$ cat src/design/swm_pkg.sv
// shared constants for the sliding window median filter
// no dependencies; imported by swm_cell and sliding_window_median
package swm_pkg;

    localparam int MAX_WINDOW_DEF   = 64;
    localparam int SAMPLE_WIDTH_DEF = 32;

    // window length register
    localparam int                 CFG_WIDTH = 7;
    localparam logic [CFG_WIDTH-1:0] CFG_RESET = 7'd3;

endpackage

$ cat src/design/swm_cell.sv
// one cell of the sorted window: holds a sample and its age
// takes the post-removal value from its upper neighbor and shifts up on insertion
// depends on swm_pkg
module swm_cell #(
    parameter int SW    = swm_pkg::SAMPLE_WIDTH_DEF,
    parameter int AW    = 6,
    parameter int LW    = 7,
    parameter int INDEX = 0
) (
    input  logic                 aclk,
    input  logic                 step_en,
    input  logic signed [SW-1:0] x,
    input  logic                 full,
    input  logic [LW-1:0]        vcnt,
    input  logic [LW-1:0]        ucnt,
    input  logic [AW-1:0]        oldest,
    input  logic                 ge_d,
    input  logic [SW-1:0]        v_up,
    input  logic [AW-1:0]        age_up,
    input  logic [SW-1:0]        u_below,
    input  logic [AW-1:0]        uage_below,
    input  logic                 gtu_below,
    output logic [SW-1:0]        u_out,
    output logic [AW-1:0]        uage_out,
    output logic                 gtu_out,
    output logic [SW-1:0]        v_out,
    output logic [AW-1:0]        age_out,
    output logic                 del
);
    import swm_pkg::*;

    logic [SW-1:0] v_reg, v_next;
    logic [AW-1:0] age_reg, age_next;
    logic [SW-1:0] u_here;
    logic [AW-1:0] uage_here;
    logic          gtu_here;

    // value after the oldest sample is taken out
    always_comb begin
        u_here    = ge_d ? v_up : v_reg;
        uage_here = ge_d ? age_up : age_reg;
        gtu_here  = !(LW'(INDEX) < ucnt) || ($signed(u_here) > x);
    end

    always_comb begin
        if (gtu_here) begin
            if (gtu_below) begin
                v_next   = u_below;
                age_next = uage_below + AW'(1);
            end else begin
                v_next   = x;
                age_next = '0;
            end
        end else begin
            v_next   = u_here;
            age_next = uage_here + AW'(1);
        end
    end

    always_ff @(posedge aclk) begin
        if (step_en) begin
            v_reg   <= v_next;
            age_reg <= age_next;
        end
    end

    assign del      = full && (LW'(INDEX) < vcnt) && (age_reg == oldest);
    assign u_out    = u_here;
    assign uage_out = uage_here;
    assign gtu_out  = gtu_here;
    assign v_out    = v_reg;
    assign age_out  = age_reg;

endmodule

$ cat config.mk
export PLATFORM = sky130hd
export DESIGN_NAME = swm_cell
export DESIGN_NICKNAME = d
export VERILOG_FILES = /design/src/design/swm_pkg.sv /design/src/design/swm_cell.sv
export SDC_FILE = /design/constraint.sdc
export NUM_CORES = 1
export LEC_CHECK = 0
export BUFFER_PORTS_ARGS = -buffer_cell sky130_fd_sc_hd__buf_4
export CORE_ASPECT_RATIO = 0.7
export CORE_MARGIN = 1
export CORE_UTILIZATION = 48
export CTS_CLUSTER_DIAMETER = 60
export DETAILED_ROUTE_END_ITERATION = 6
export PLACE_DENSITY_LB_ADDON = 0.1
export SYNTH_ARGS = -nofsm -noshare
export SYNTH_HDL_FRONTEND = slang
export SYNTH_SLANG_ARGS = --single-unit
$ cat constraint.sdc
create_clock -name aclk -period 5.41 [get_ports aclk]
set_input_delay 0 -clock aclk [delete_from_list [all_inputs] [get_ports aclk]]
set_output_delay 0 -clock aclk [all_outputs]
set_load 0.05 [all_outputs]
==> impl_metrics.json <==
{
  "num-nets-final": 716,
  "first_pass_iters": 4,
  "fin_worst_skew_ns": 0.00496,
  "cp_data_arrival_time_ns": 3.90,
  "sequential_element_share_of_the_synthesized_area": 0.329,
  "async_flop_share": 0,
  "worst_slew_margin_rel": 0.474,
  "cts-root-buf": "sky130_fd_sc_hd__clkbuf_8",
  "grt_total_usage": 0.264,
  "synth-main-ff-cell": "sky130_fd_sc_hd__edfxtp_1",
  "required_ns": 5.45,
  "finalSetupViolations": 0,
  "yosys.area.top_type_share": 0.329,
  "post_route_cells_drive_above_1_share": 0.525,
  "syn2layout_area_growth_pct": 49.2,
  "drt_wl_total_um": 10200,
  "place_congestion": 0.885,
  "floorplan.initialDensity": 0.506,
  "wire_length_of_the_first_global_routing_pass_um": 15900,
  "yosysUniqueCellTypes": 33,
  "timing.setup.critical_path_class": "register to register",
  "worst_setup_slack_post_dpl_ns": 1.38,
  "number_of_antenna_violations_at_the_first_check_in_global_routing": 0,
  "setup-tns-final_ns": 0,
  "netlist_area_mm2": 0.00346,
  "end_kind": "register",
  "cts_num_sinks": 38,
  "totalPowerFinal_mw": 1.38,
  "postCtsSetupBuffers": 0,
  "num_vias": 3403,
  "number_of_flops_mapped_to_enable_cells_by_yosys": 38,
  "drv_slew": 0,
  "drt_drc_violations_left": 0,
  "overflow": 0,
  "n_antenna_cell": 0,
  "hpwlAfterDp_um": 8110,
  "syn-instance-count": 346,
  "grt_start_max_net_pins": 70,
  "final_setup_margin_ns": 1.55,
  "first_iter_violations": 143,
  "leakagePower_nw": 2.49,
  "cts_hold_repair.buffers": 0,
  "timing.fmax_mhz": 259,
  "ioPinCount": 211,
  "hp-class": "input port to register",
  "first_global_vias": 3333,
  "synth_top_cell_by_area": "sky130_fd_sc_hd__edfxtp_1",
  "synth_area_per_cell_um2": 10.0,
  "cts_buffer_depth": 2,
  "tritoncts_clock_tree": "yes",
  "die-width_um": 104,
  "setup_repair_after_global_routing_missed_its_margin": "false",
  "clock_buffer_count_from_cts": 5,
  "period_needed_ns": 3.86,
  "worst_skew_pair.late_latency_ns": 0.28,
  "max_cap_violations": 0,
  "report.final.hold_viol_count": 0,
  "via_per_inst": 5.29,
  "cts.repair.resized": 0,
  "min_period_over_period": 0.714,
  "measured_slew_at_the_worst_slew_check_pin_ns": 0.788,
  "die-area_mm2": 0.00757,
  "most_frequent_cells_after_synthesis": "sky130_fd_sc_hd__mux2_2, sky130_fd_sc_hd__nand2_1, sky130_fd_sc_hd__edfxtp_1",
  "ys_ff_latch": 38,
  "clkSlewWorstSetupHoldPaths_ns": 0.07,
  "floorplan.core_area_mm2": 0.00685,
  "power.density_mw_per_mm2": 266,
  "drt.antenna.violating_nets": 0,
  "fin_worst_hold_slack_ns": 0.120,
  "startpoint_type": "register",
  "synth_most_common_cell": "sky130_fd_sc_hd__mux2_2",
  "height_of_the_die_um": 73.1,
  "ctsHtreeMaxLevel": 2,
  "max-vdd-ir-drop_mv": 0.131,
  "timing.critical_path.fanout_max": 16,
  "drt-wirelength-per-cell_um": 15.9,
  "synth_fp_nets": 513,
  "netlist_top_cells_area": "sky130_fd_sc_hd__edfxtp_1, sky130_fd_sc_hd__mux2_2, sky130_fd_sc_hd__ha_1, sky130_fd_sc_hd__o21ai_0, sky130_fd_sc_hd__nand2_1",
  "yosysWarnings": 0,
  "rows": 25,
  "outcome": "finished clean",
  "buffer_ports.inserted": 210
}
==> layout make-up <==
cell class	count	area, µm²
Clock buffer	7	76.3
Fill cell	510	1680
Multi-Input combinational cell	258	2120
Sequential cell	38	1140
Timing Repair Buffer	212	1590
Inverter	34	128
Tap cell	94	118
==> stage by stage <==
stage,util,cell area [µm²],std cells
after floorplan,-,3460,346
after global placement,0.744,5090,636
after detailed placement,0.744,5090,636
after CTS,0.755,5170,643
after global routing,0.755,5170,643
final,0.755,5170,643
==> power breakdown <==
group	switching [mW]	internal [mW]	leakage [nW]
clock network	0.0969	0.0889	0.0383
registers	0.0266	0.383	0.377
logic	0.475	0.306	2.07
total	0.599	0.778	2.49
==> placed cells by master, fill, tap and decap left out, types with 2 or more instances in the layout <==
cell,Yosys,layout
sky130_fd_sc_hd__xnor2_1,11,11
sky130_fd_sc_hd__mux2i_1,9,9
sky130_fd_sc_hd__nor2b_1,2,2
sky130_fd_sc_hd__mux2_2,66,66
sky130_fd_sc_hd__and3_1,2,2
sky130_fd_sc_hd__a21oi_1,11,11
sky130_fd_sc_hd__clkbuf_1,12,2
sky130_fd_sc_hd__clkbuf_8,0,5
sky130_fd_sc_hd__xor2_1,3,3
sky130_fd_sc_hd__nand3_1,8,8
sky130_fd_sc_hd__nand2b_1,3,3
sky130_fd_sc_hd__nand4_1,8,8
sky130_fd_sc_hd__mux2_1,2,2
sky130_fd_sc_hd__nor4_1,3,3
sky130_fd_sc_hd__edfxtp_1,38,38
sky130_fd_sc_hd__o21ai_0,35,35
sky130_fd_sc_hd__nand2_1,42,42
sky130_fd_sc_hd__ha_1,34,34
sky130_fd_sc_hd__inv_1,34,34
sky130_fd_sc_hd__o211ai_1,3,3
sky130_fd_sc_hd__a211oi_1,3,3
sky130_fd_sc_hd__nor2_1,4,4
sky130_fd_sc_hd__buf_4,2,212
==> registers in the layout, summed over array words and instances, names as in the netlist <==
signal,flops
age_out,6
v_out,32
==> routing by layer <==
layer	track usage	share of wire	vias up
met2	0.482	0.50	150
met1	0.323	0.42	1583
met3	0.0571	0.074	6
met5	0	0	-
li1	-	-	1664
met4	0.0612	0.0076	0
==> cell families (layout without fill, tap and decap cells) <==
group / count (synthesis) / count (layout) / synth area share
AOI/OAI and AO/OA: 55 / 55 / 0.0892
DFF: 38 / 38 / 0.329
xor gates and xnor gates: 14 / 14 / 0.0354
adders and majority gates: 34 / 34 / 0.123
and+or+nand+nor: 78 / 78 / 0.113
buffers and inverters: 50 / 253 / 0.0632
muxes: 77 / 77 / 0.247
==> worst paths after layout <==
kind / endpoint / slack, ns / startpoint / cells past startpoint
min: v_out[29] / 0.12 / u_below[29] / 4
max reg2reg: v_out[31] / 1.55 / v_out[10] / 10
max: v_out[31] / 1.55 / v_out[10] / 10
min reg2reg: v_out[31] / 0.76 / v_out[31] / 2
==> worst max-delay path: stages, from the launching register on <==
cell,delay (ns)
sky130_fd_sc_hd__edfxtp_1,0.40
sky130_fd_sc_hd__mux2_2,0.31
sky130_fd_sc_hd__ha_1,0.33
sky130_fd_sc_hd__nand4_1,0.14
sky130_fd_sc_hd__nor4_2,0.43
sky130_fd_sc_hd__a21bo_2,0.28
sky130_fd_sc_hd__o211ai_1,0.13
sky130_fd_sc_hd__a21oi_1,0.14
sky130_fd_sc_hd__a311oi_4,0.69
sky130_fd_sc_hd__buf_4,0.39
sky130_fd_sc_hd__mux2_2,0.37
No activity file was read; power rests on OpenSTA's default activity.
